<file path="src/hw/rtl/awf_pkg.sv">
// shared types, opcodes and widths for the arm alu with flags block
package awf_pkg;

  localparam int unsigned DataW    = 32;
  localparam int unsigned OpW      = 4;
  localparam int unsigned InDataW  = 72;
  localparam int unsigned OutDataW = 40;
  localparam logic [DataW-1:0] PcAhead = 32'd8;

  // data-processing opcodes; the two codes above mvn are unused
  typedef enum logic [OpW-1:0] {
    OP_ADD = 4'd0,
    OP_ADC = 4'd1,
    OP_AND = 4'd2,
    OP_BIC = 4'd3,
    OP_EOR = 4'd4,
    OP_ORR = 4'd5,
    OP_RSB = 4'd6,
    OP_RSC = 4'd7,
    OP_SUB = 4'd8,
    OP_SBC = 4'd9,
    OP_CMP = 4'd10,
    OP_CMN = 4'd11,
    OP_MOV = 4'd12,
    OP_MVN = 4'd13
  } awf_op_t;

  typedef struct packed {
    logic n;
    logic z;
    logic c;
    logic v;
  } awf_nzcv_t;

  // one operation as held in the input register
  typedef struct packed {
    logic [OpW-1:0]   req_type;
    logic [DataW-1:0] operand_a;
    logic [DataW-1:0] operand_b;
    logic             shifter_carry;
    logic             set_flags;
    logic             a_is_pc;
  } awf_req_t;

  // one result as held in the output register
  typedef struct packed {
    logic [DataW-1:0] alu_result;
    logic             write_result;
    awf_nzcv_t        flags;
  } awf_res_t;

endpackage

</file>
<file path="src/hw/rtl/awf_alu.sv">
// combinational alu: one adder with carry-in, logic ops and nzcv update
module awf_alu (
  input  awf_pkg::awf_req_t  req,
  input  awf_pkg::awf_nzcv_t flags_cur,
  output awf_pkg::awf_res_t  res
);
  import awf_pkg::*;

  logic [DataW-1:0] a_eff;
  logic [DataW-1:0] add_x;
  logic [DataW-1:0] add_y;
  logic             add_cin;
  logic [DataW:0]   add_sum;
  logic [DataW-1:0] add_r;
  logic             add_v;
  logic [DataW-1:0] result;
  logic             wr;
  logic             is_arith;
  logic             is_logic;
  logic             force_flags;
  logic             upd;
  awf_nzcv_t        flags_new;

  // pc read-ahead on the first operand
  assign a_eff = req.a_is_pc ? (req.operand_a + PcAhead) : req.operand_a;

  // adder operand selection
  always_comb begin
    add_x   = a_eff;
    add_y   = req.operand_b;
    add_cin = 1'b0;
    unique case (awf_op_t'(req.req_type))
      OP_ADC: begin
        add_cin = flags_cur.c;
      end
      OP_RSB: begin
        add_x   = req.operand_b;
        add_y   = ~a_eff;
        add_cin = 1'b1;
      end
      OP_RSC: begin
        add_x   = req.operand_b;
        add_y   = ~a_eff;
        add_cin = flags_cur.c;
      end
      OP_SUB, OP_CMP: begin
        add_y   = ~req.operand_b;
        add_cin = 1'b1;
      end
      OP_SBC: begin
        add_y   = ~req.operand_b;
        add_cin = flags_cur.c;
      end
      default: begin
        add_cin = 1'b0;
      end
    endcase
  end

  assign add_sum = {1'b0, add_x} + {1'b0, add_y} + {{DataW{1'b0}}, add_cin};
  assign add_r   = add_sum[DataW-1:0];
  assign add_v   = ~(add_x[DataW-1] ^ add_y[DataW-1]) & (add_x[DataW-1] ^ add_r[DataW-1]);

  // result select and operation class
  always_comb begin
    result      = '0;
    wr          = 1'b1;
    is_arith    = 1'b0;
    is_logic    = 1'b0;
    force_flags = 1'b0;
    unique case (awf_op_t'(req.req_type))
      OP_ADD, OP_ADC, OP_RSB, OP_RSC, OP_SUB, OP_SBC: begin
        result   = add_r;
        is_arith = 1'b1;
      end
      OP_CMP, OP_CMN: begin
        result      = add_r;
        is_arith    = 1'b1;
        wr          = 1'b0;
        force_flags = 1'b1;
      end
      OP_AND: begin
        result   = a_eff & req.operand_b;
        is_logic = 1'b1;
      end
      OP_BIC: begin
        result   = a_eff & ~req.operand_b;
        is_logic = 1'b1;
      end
      OP_EOR: begin
        result   = a_eff ^ req.operand_b;
        is_logic = 1'b1;
      end
      OP_ORR: begin
        result   = a_eff | req.operand_b;
        is_logic = 1'b1;
      end
      OP_MOV: begin
        result = req.operand_b;
      end
      OP_MVN: begin
        result = ~req.operand_b;
      end
      default: begin
        result = '0;
        wr     = 1'b0;
      end
    endcase
  end

  // nzcv update: arithmetic takes c and v from the adder, logic takes c from the shifter
  assign upd = (is_arith & (req.set_flags | force_flags)) | (is_logic & req.set_flags);

  always_comb begin
    flags_new = flags_cur;
    if (upd) begin
      flags_new.n = result[DataW-1];
      flags_new.z = (result == '0);
      flags_new.c = is_arith ? add_sum[DataW] : req.shifter_carry;
      flags_new.v = is_arith ? add_v : flags_cur.v;
    end
  end

  assign res.alu_result   = result;
  assign res.write_result = wr;
  assign res.flags        = flags_new;

endmodule

</file>
<file path="src/hw/rtl/arm_alu_with_flags_core.sv">
// top level: input register, alu, nzcv register and output register
//
//  channel | dir | tdata fields (low bit up)                          | tuser
//  in_     | in  | req_type, operand_a, operand_b, shifter_carry,      | a_is_pc
//          |     | set_flags, zero pad to 72 bits                      |
//  out_    | out | alu_result, write_result, flag_n, flag_z, flag_c,   | none
//          |     | flag_v, zero pad to 40 bits                         |
//
// one item per cycle unless out_tready stalls; items go through the input and output registers
// the nzcv register loops through the alu, so adc/sbc/rsc see the previous item's carry
// rst_n is synchronous: empties both registers and clears nzcv
// a stall on out_tready holds the output register; the input register still fills,
// and in_tready drops only when both are full
module arm_alu_with_flags_core (
  input  logic                         clk,
  input  logic                         rst_n,
  input  logic                         in_tvalid,
  output logic                         in_tready,
  input  logic [awf_pkg::InDataW-1:0]  in_tdata,   // req_type, operand_a, operand_b,
                                                   // shifter_carry, set_flags, pad
  input  logic                         in_tuser,   // a_is_pc
  output logic                         out_tvalid,
  input  logic                         out_tready,
  output logic [awf_pkg::OutDataW-1:0] out_tdata   // alu_result, write_result, flag_n,
                                                   // flag_z, flag_c, flag_v, pad
);
  import awf_pkg::*;

  logic      in_valid_r;
  awf_req_t  in_req_r;
  awf_req_t  in_req_nxt;
  logic      out_valid_r;
  awf_res_t  out_res_r;
  awf_res_t  alu_res;
  awf_nzcv_t flags_r;
  logic      advance;
  logic      in_xfer;

  // unpack the input transfer
  assign in_req_nxt.req_type      = in_tdata[3:0];
  assign in_req_nxt.operand_a     = in_tdata[35:4];
  assign in_req_nxt.operand_b     = in_tdata[67:36];
  assign in_req_nxt.shifter_carry = in_tdata[68];
  assign in_req_nxt.set_flags     = in_tdata[69];
  assign in_req_nxt.a_is_pc       = in_tuser;

  // handshake
  assign advance   = in_valid_r & (~out_valid_r | out_tready);
  assign in_tready = ~in_valid_r | advance;
  assign in_xfer   = in_tvalid & in_tready;

  awf_alu u_alu (
    .req       (in_req_r),
    .flags_cur (flags_r),
    .res       (alu_res)
  );

  // control state
  always_ff @(posedge clk) begin
    if (!rst_n) begin
      in_valid_r  <= 1'b0;
      out_valid_r <= 1'b0;
      flags_r     <= '0;
    end else begin
      if (in_xfer) begin
        in_valid_r <= 1'b1;
      end else if (advance) begin
        in_valid_r <= 1'b0;
      end
      if (advance) begin
        out_valid_r <= 1'b1;
        flags_r     <= alu_res.flags;
      end else if (out_tready) begin
        out_valid_r <= 1'b0;
      end
    end
  end

  // payload registers
  always_ff @(posedge clk) begin
    if (in_xfer) begin
      in_req_r <= in_req_nxt;
    end
    if (advance) begin
      out_res_r <= alu_res;
    end
  end

  // pack the result
  assign out_tvalid = out_valid_r;
  assign out_tdata  = {3'b000, out_res_r.flags.v, out_res_r.flags.c, out_res_r.flags.z,
                       out_res_r.flags.n, out_res_r.write_result, out_res_r.alu_result};

endmodule

</file>
<file path="config.mk">
export PLATFORM = sky130hd
export DESIGN_NAME = arm_alu_with_flags_core
export DESIGN_NICKNAME = d
export VERILOG_FILES = /design/src/hw/rtl/awf_pkg.sv /design/src/hw/rtl/awf_alu.sv /design/src/hw/rtl/arm_alu_with_flags_core.sv
export SDC_FILE = /design/constraint.sdc
export NUM_CORES = 1
export LEC_CHECK = 0
export ABC_AREA = 1
export ABC_CLOCK_PERIOD_IN_PS = 3780
export BUFFER_PORTS_ARGS = -buffer_cell sky130_fd_sc_hd__buf_2
export CAP_MARGIN = 10
export CORE_ASPECT_RATIO = 0.5
export CORE_MARGIN = 1.5
export CORE_UTILIZATION = 55
export DETAILED_ROUTE_END_ITERATION = 10
export GPL_TIMING_DRIVEN = 0
export PLACE_DENSITY = 0.89
export SLEW_MARGIN = 10
export SYNTH_ARGS = -nofsm -noshare
export SYNTH_HDL_FRONTEND = slang
export SYNTH_SLANG_ARGS = --single-unit
</file>
<file path="constraint.sdc">
create_clock -name clk -period 3.78 [get_ports clk]
set_input_delay 0.756 -clock clk [delete_from_list [all_inputs] [get_ports clk]]
set_output_delay 0.756 -clock clk [all_outputs]
set_load 0.02 [all_outputs]
</file>
Word-level counts from Yosys, hierarchy flattened
Cells that the tools add are included.
{"block": "op_classes", "add_sub_neg": 3, "bitwise_logic": 20, "muxes": 16, "eq_ne": 13, "n_reduce_logical": 12}
{"cell": "one-hot mux 32 bit (7 select lines)", "n": 1}
{"cell": "AND 32 bit", "n": 2}
{"cell": "2-to-1 mux 32 bit", "n": 2}
{"cell": "inverter 32 bit", "n": 2}
{"cell": "one-hot mux 32 bit (2 select lines)", "n": 1}
{"cell": "adder 32 x 32 -> 33 bit", "n": 1}
{"cell": "adder 33 x 1 -> 33 bit", "n": 1}
{"cell": "adder 32 x 4 -> 32 bit (second input constant)", "n": 1}
{"cell": "logical NOT 32 bit", "n": 1}
{"cell": "OR 32 bit", "n": 1}
{"cell": "XOR 32 bit", "n": 1}
{"cell": "equality test 4 bit (second input constant)", "n": 6}
{"cell": "equality test 4 x 3 -> 1 bit (second input constant)", "n": 4}
{"cell": "OR reduction 12 bit", "n": 1}
{"cell": "2-to-1 mux 1 bit", "n": 10}
{"cell": "OR reduction 3 bit", "n": 3}
{"cell": "equality test 4 x 2 -> 1 bit (second input constant)", "n": 2}
{"cell": "OR reduction 8 bit", "n": 1}
{"cell": "AND 1 bit", "n": 5}
{"cell": "equality test 4 x 1 -> 1 bit (second input constant)", "n": 1}
{"cell": "logical NOT 4 bit", "n": 1}
{"cell": "2-to-1 mux 4 bit", "n": 1}
{"cell": "OR 1 bit", "n": 4}
{"cell": "nonzero test 2 bit", "n": 2}
{"cell": "5 further kinds", "n": 9}
{"block": "word_totals", "ff_bits": 114, "out_inout_bits": 42, "word_cells": 82}

Logic depth before layout (Yosys ltp)
{"block": "depth", "depth_word": 10, "depth_mapped": 31, "ltp_nobuf": 30}

Modules after synthesis
From an unflattened synthesis, not the netlist that was laid out.
{"block": "unflattened", "hier_cells": 1517, "hier_area_um2": 10286.1}
{"module": "awf_alu", "cells_per_inst": 1367, "area_each_um2": 6741.5, "instances": 1}
{"module": "arm_alu_with_flags_core", "cells_per_inst": 150, "area_each_um2": 3544.6, "instances": 1}

Least setup slack after synthesis
No wires, ideal clock.
{"block": "synth_timing", "path_type": "reg-to-reg", "startpoint": "reg in_req_r[67] in the netlist's numbering", "endpoint": "reg flags_r[2] in the netlist's numbering", "path_stages_with_launch": 26, "period_less_slack_ps": 3933, "n_path_buf": 4, "setup_time_ps": 56, "arrival_time_ps": 3877, "setup_slack_ps": -153, "t_required_ps": 3724, "path_cell_list": "edfxtp_1 > buf_4 > buf_2 > a21oi_1 > or2_2 > clkbuf_1 > clkbuf_1 > o221ai_1 > fa_1 > fa_1 > or2_2 > nand3_1 > nand3_1 > nor2_1 > nand2_1 > nor2_1 > nand2_1 > nor2_1 > nand2_1 > nor2_1 > nand2_1 > nor2_1 > nand2_1 > nand3_1 > nand2_1 > inv_1"}
{"block": "synth_between", "elab_chain_len": 8, "word_cells_on_any_way": 36}
{"item": "from (decl)", "line_no": "arm_alu_with_flags_core.sv:30", "text": "awf_req_t in_req_r;"}
{"item": "from (signal assigned)", "line_no": "arm_alu_with_flags_core.sv:82", "text": "in_req_r <= in_req_nxt;"}
{"item": "equality test 4 bit or equality test 4 x 3 -> 1 bit (tied branches)", "line_no": "awf_alu.sv:32, awf_alu.sv:71"}
{"item": "OR reduction 3 bit (no source line) or OR reduction 2 bit (tied branches)"}
{"item": "one-hot mux 32 bit (2 select lines) or 2-to-1 mux 32 bit (tied branches)", "line_no": "awf_alu.sv:32", "text": "unique case (awf_op_t'(req.req_type))"}
{"item": "adder 32 x 32 -> 33 bit", "line_no": "awf_alu.sv:60", "text": "assign add_sum = {1'b0, add_x} + {1'b0, add_y} + {{DataW{1'b0}}, add_cin};"}
{"item": "adder 33 x 1 -> 33 bit", "line_no": "awf_alu.sv:60"}
{"item": "one-hot mux 32 bit (7 select lines)", "line_no": "awf_alu.sv:71", "text": "unique case (awf_op_t'(req.req_type))"}
{"item": "logical NOT 32 bit", "line_no": "awf_alu.sv:118", "text": "flags_new.z = (result == '0);"}
{"item": "2-to-1 mux 4 bit *", "line_no": "awf_alu.sv:116", "text": "if (upd) begin"}
{"item": "to (signal assigned)", "line_no": "arm_alu_with_flags_core.sv:72", "text": "flags_r <= alu_res.flags;"}
{"item": "to (decl)", "line_no": "arm_alu_with_flags_core.sv:35", "text": "awf_nzcv_t flags_r;"}
Mark *: on every way between the ends. The rest lies on a longest branch, timed or not.
A chain may end at the register's enable or synchronous reset.

==> results.toml <==
[global_routing]
first_global_vias = 9322
overflow = 0
grt_pass1_wl_um = 49400
grt_use_total = 0.3349
antenna_found_initial = 0
grt_max_degree = 70

[timing]
fin_skew_ns = 0.01355
fmax_mhz = 261.6
period_minus_slack_ns = 3.822
fin_hold_ws_ns = 0.4616
min_period_over_period = 1.011
setup_viol = 2
fin_setup_tns_ns = -0.07887
slew_headroom = 0.4661
worst_slack_ns = -0.04193
final-hold-violation-count = 0
drv_slew = 0
max_slew.worst_pin.slew_ns = 0.7996
rsz0062_at_grt = "yes"

[floorplan]
start_util = 0.5740
die_h_um = 99.33
fp-row-count = 34
die_w_um = 195.7
coreArea_mm2 = 0.01778
boundaryPins = 119
die_area_mm2 = 0.01943

[synth]
synth-simple-area-share = 0.3446
synthTopCellsByCount = "515 x nand2_1, 240 x inv_1, 147 x nor2_1, 108 x edfxtp_1, 91 x nand3_1"
synthAdderAreaFrac = 0.08237
syn_inst = 1520
ys_types = 47
synth_top_family_by_area = "simple AND/OR/NAND/NOR gates"
synth-edff-count = 108
synthXorXnorAreaFrac = 0.01974
synth_area_leaders = "edfxtp_1 32%, nand2_1 19%, inv_1 8.8%, ha_1 7.8%, nor2_1 5.4%"
yosys_most_used_dff = "edfxtp_1"
synth-async-reset-ratio = 0
yosysMostFrequentCell = "nand2_1"
syn_area_per_cell_um2 = 6.715
ys_ff_latch = 114
synth_top_area_share = 0.3177
yosys_warnings = 0
yosysSeqAreaShare = 0.3295
syn_area_mm2 = 0.01021
synth-compound-area-share = 0.1117
synth_top_area_cell = "edfxtp_1"
synthMuxAreaShare = 0

[detailed_routing]
route.detailed.drc = 0
routed_wl_um = 34600
dr_total_vias = 11229
drt_iter0_drc = 1418
ant_nets = 0
vias_per_cell = 5.715
first_pass_iters = 7
wl_per_cell_um = 17.61

[clock_network]
cts_buffer_depth = 2
numClockSinks = 114
root_buffer = "clkbuf_16"
clk_latency_ns = 0.43
clk_pin_slew_ns = 0.06
cts-buffers-inserted = 17
tritoncts = "built"
h-tree-depth = 4

[finish]
drive_above_1_share = 0.2513
antennaDiodeCount = 0
nets = 1861
syn_to_final_growth_pct = 26.49
fill_cells = 1411

[hold_path]
hold_class = "reg2reg"

[placement]
place_congestion = 0.9983
post-dp-hpwl_um = 25230
portBuffers = 113

[power_and_ir_drop]
switching_share = 0.3671
cellLeakagePower_nw = 6.303
ir_drop_v = 0.0003422
power_frac_comb = 0.351
p_seq_frac = 0.321
clockPowerShare = 0.327
power_density_mw_per_mm2 = 375.9
internal_power_mw = 3.072
switchingPower_mw = 1.782

[status]
violations = "negative setup slack"
outcome = "finished, violations left"

[worst_setup_path]
end_kind = "register"
criticalPathCategory = "reg2reg"
required_ns = 4.11
path_max_fanout = 5
cp.arrival_ns = 4.16
critPathLaunchType = "register"

[run]
maxCapViolations = 0
[through the flow]
stage	util	instance area, um^2	power, mW	cells	setup WS [ns]
final	0.7261	12910	4.854	1965	-0.04193
after global routing	0.7261	12910	5.066	1965	-0.3574
after CTS	0.6677	11870	4.541	1910	0.003866
after detailed placement	0.6247	11110	2.934	1870	-0.9256
after global placement	0.6230	11080	2.907	1869	-0.9692
after floorplan	-	10220	2.522	1522	0.04958
[path summary, 6_finish.rpt]
| path | start | endpoint | slack, ns | cells past startpoint |
|---|---|---|---|---|
| hold / removal | flags_r[3] | flags_r[3] | 0.46 | 2 |
| setup / recovery | in_req_r[42] | flags_r[2] | -0.04 | 26 |
| hold reg to reg | flags_r[3] | flags_r[3] | 0.46 | 2 |
| setup reg to reg | in_req_r[42] | flags_r[2] | -0.04 | 26 |
[flip-flops by register name (all words and copies together) (netlist names)]
| name | flops |
|---|---|
| flags_r | 4 |
| in_req_r | 71 |
| in_valid_r | 1 |
| out_tdata | 37 |
| out_tvalid | 1 |
[metal layers]
metal	up-vias	wire length [um]	share of wire	GRT usage
li1	5324	-	-	-
met3	108	5301	0.15	0.1428
met5	-	0	0	0
met1	5037	14520	0.42	0.4730
met4	0	919	0.027	0.07633
met2	760	13850	0.40	0.4725
[cells by family after synthesis]
group,count (synthesis)
other cells,1
simple gates,835
compound gates,191
buf+inv,290
xor+xnor,23
flops,114
fa+ha+maj,66
[power by group through the flow]
stage / logic, mW / clock network (mW) / registers, mW
3_3_place_gp: 1.33 / 0 / 1.58
6_report: 1.71 / 1.59 / 1.56
5_1_grt: 1.85 / 1.65 / 1.57
2_1_floorplan: 0.909 / 0 / 1.61
3_5_place_dp: 1.35 / 0 / 1.58
4_1_cts: 1.40 / 1.59 / 1.56
[layout make-up]
| cell class | instances | area, um^2 | share of cell area |
|---|---|---|---|
| plain buffers | 38 | 254.0 | 0.01967 |
| multi-input cells | 1118 | 6401 | 0.4958 |
| repair buffers | 179 | 1089 | 0.08431 |
| clock inverters | 13 | 137.6 | 0.01066 |
| well taps | 234 | 292.8 | 0.02268 |
| clock buffers | 19 | 432.9 | 0.03353 |
| flip-flops and latches | 114 | 3363 | 0.2605 |
| inverters | 250 | 940.9 | 0.07288 |
[repair_timing]
action,4_1_cts,5_1_grt
buffers inserted,10,55
hold buffers,0,0
pin swaps,7,87
gates resized for setup,40,190
endpoints found under the setup margin,33,15
[worst max-delay path, stage by stage, from the launching register on]
cell      delay (ns)
edfxtp_1        0.47
nand2_1         0.16
inv_2           0.14
nand3_1         0.10
nor2_1          0.26
nand3_1         0.16
nand2_1         0.12
nand2_1         0.06
nand2_1         0.21
o221ai_1        0.16
ha_1            0.41
inv_1           0.10
o21ai_0         0.10
a31oi_1         0.20
nand2_1         0.12
nor2_2          0.13
nand2_2         0.08
nand2_1         0.07
nand3_2         0.06
nand2_2         0.13
clkinv_1        0.06
nand2_1         0.05
nor2_1          0.03
nand2_1         0.12
nand3_1         0.09
nand2_1         0.10
inv_1           0.04
[cell usage in the layout, fill, tap and decap left out, types with 22 or more instances in the layout]
cell / count
nand4_1: 22
nand2_1: 477
nand2_2: 45
edfxtp_1: 108
nor2_1: 113
inv_1: 231
buf_2: 122
nor2_2: 27
a21oi_1: 38
o21ai_0: 70
ha_1: 47
nand3_2: 23
buf_4: 74
nand3_1: 69
Note: power is estimated with default switching activity, not from simulation.
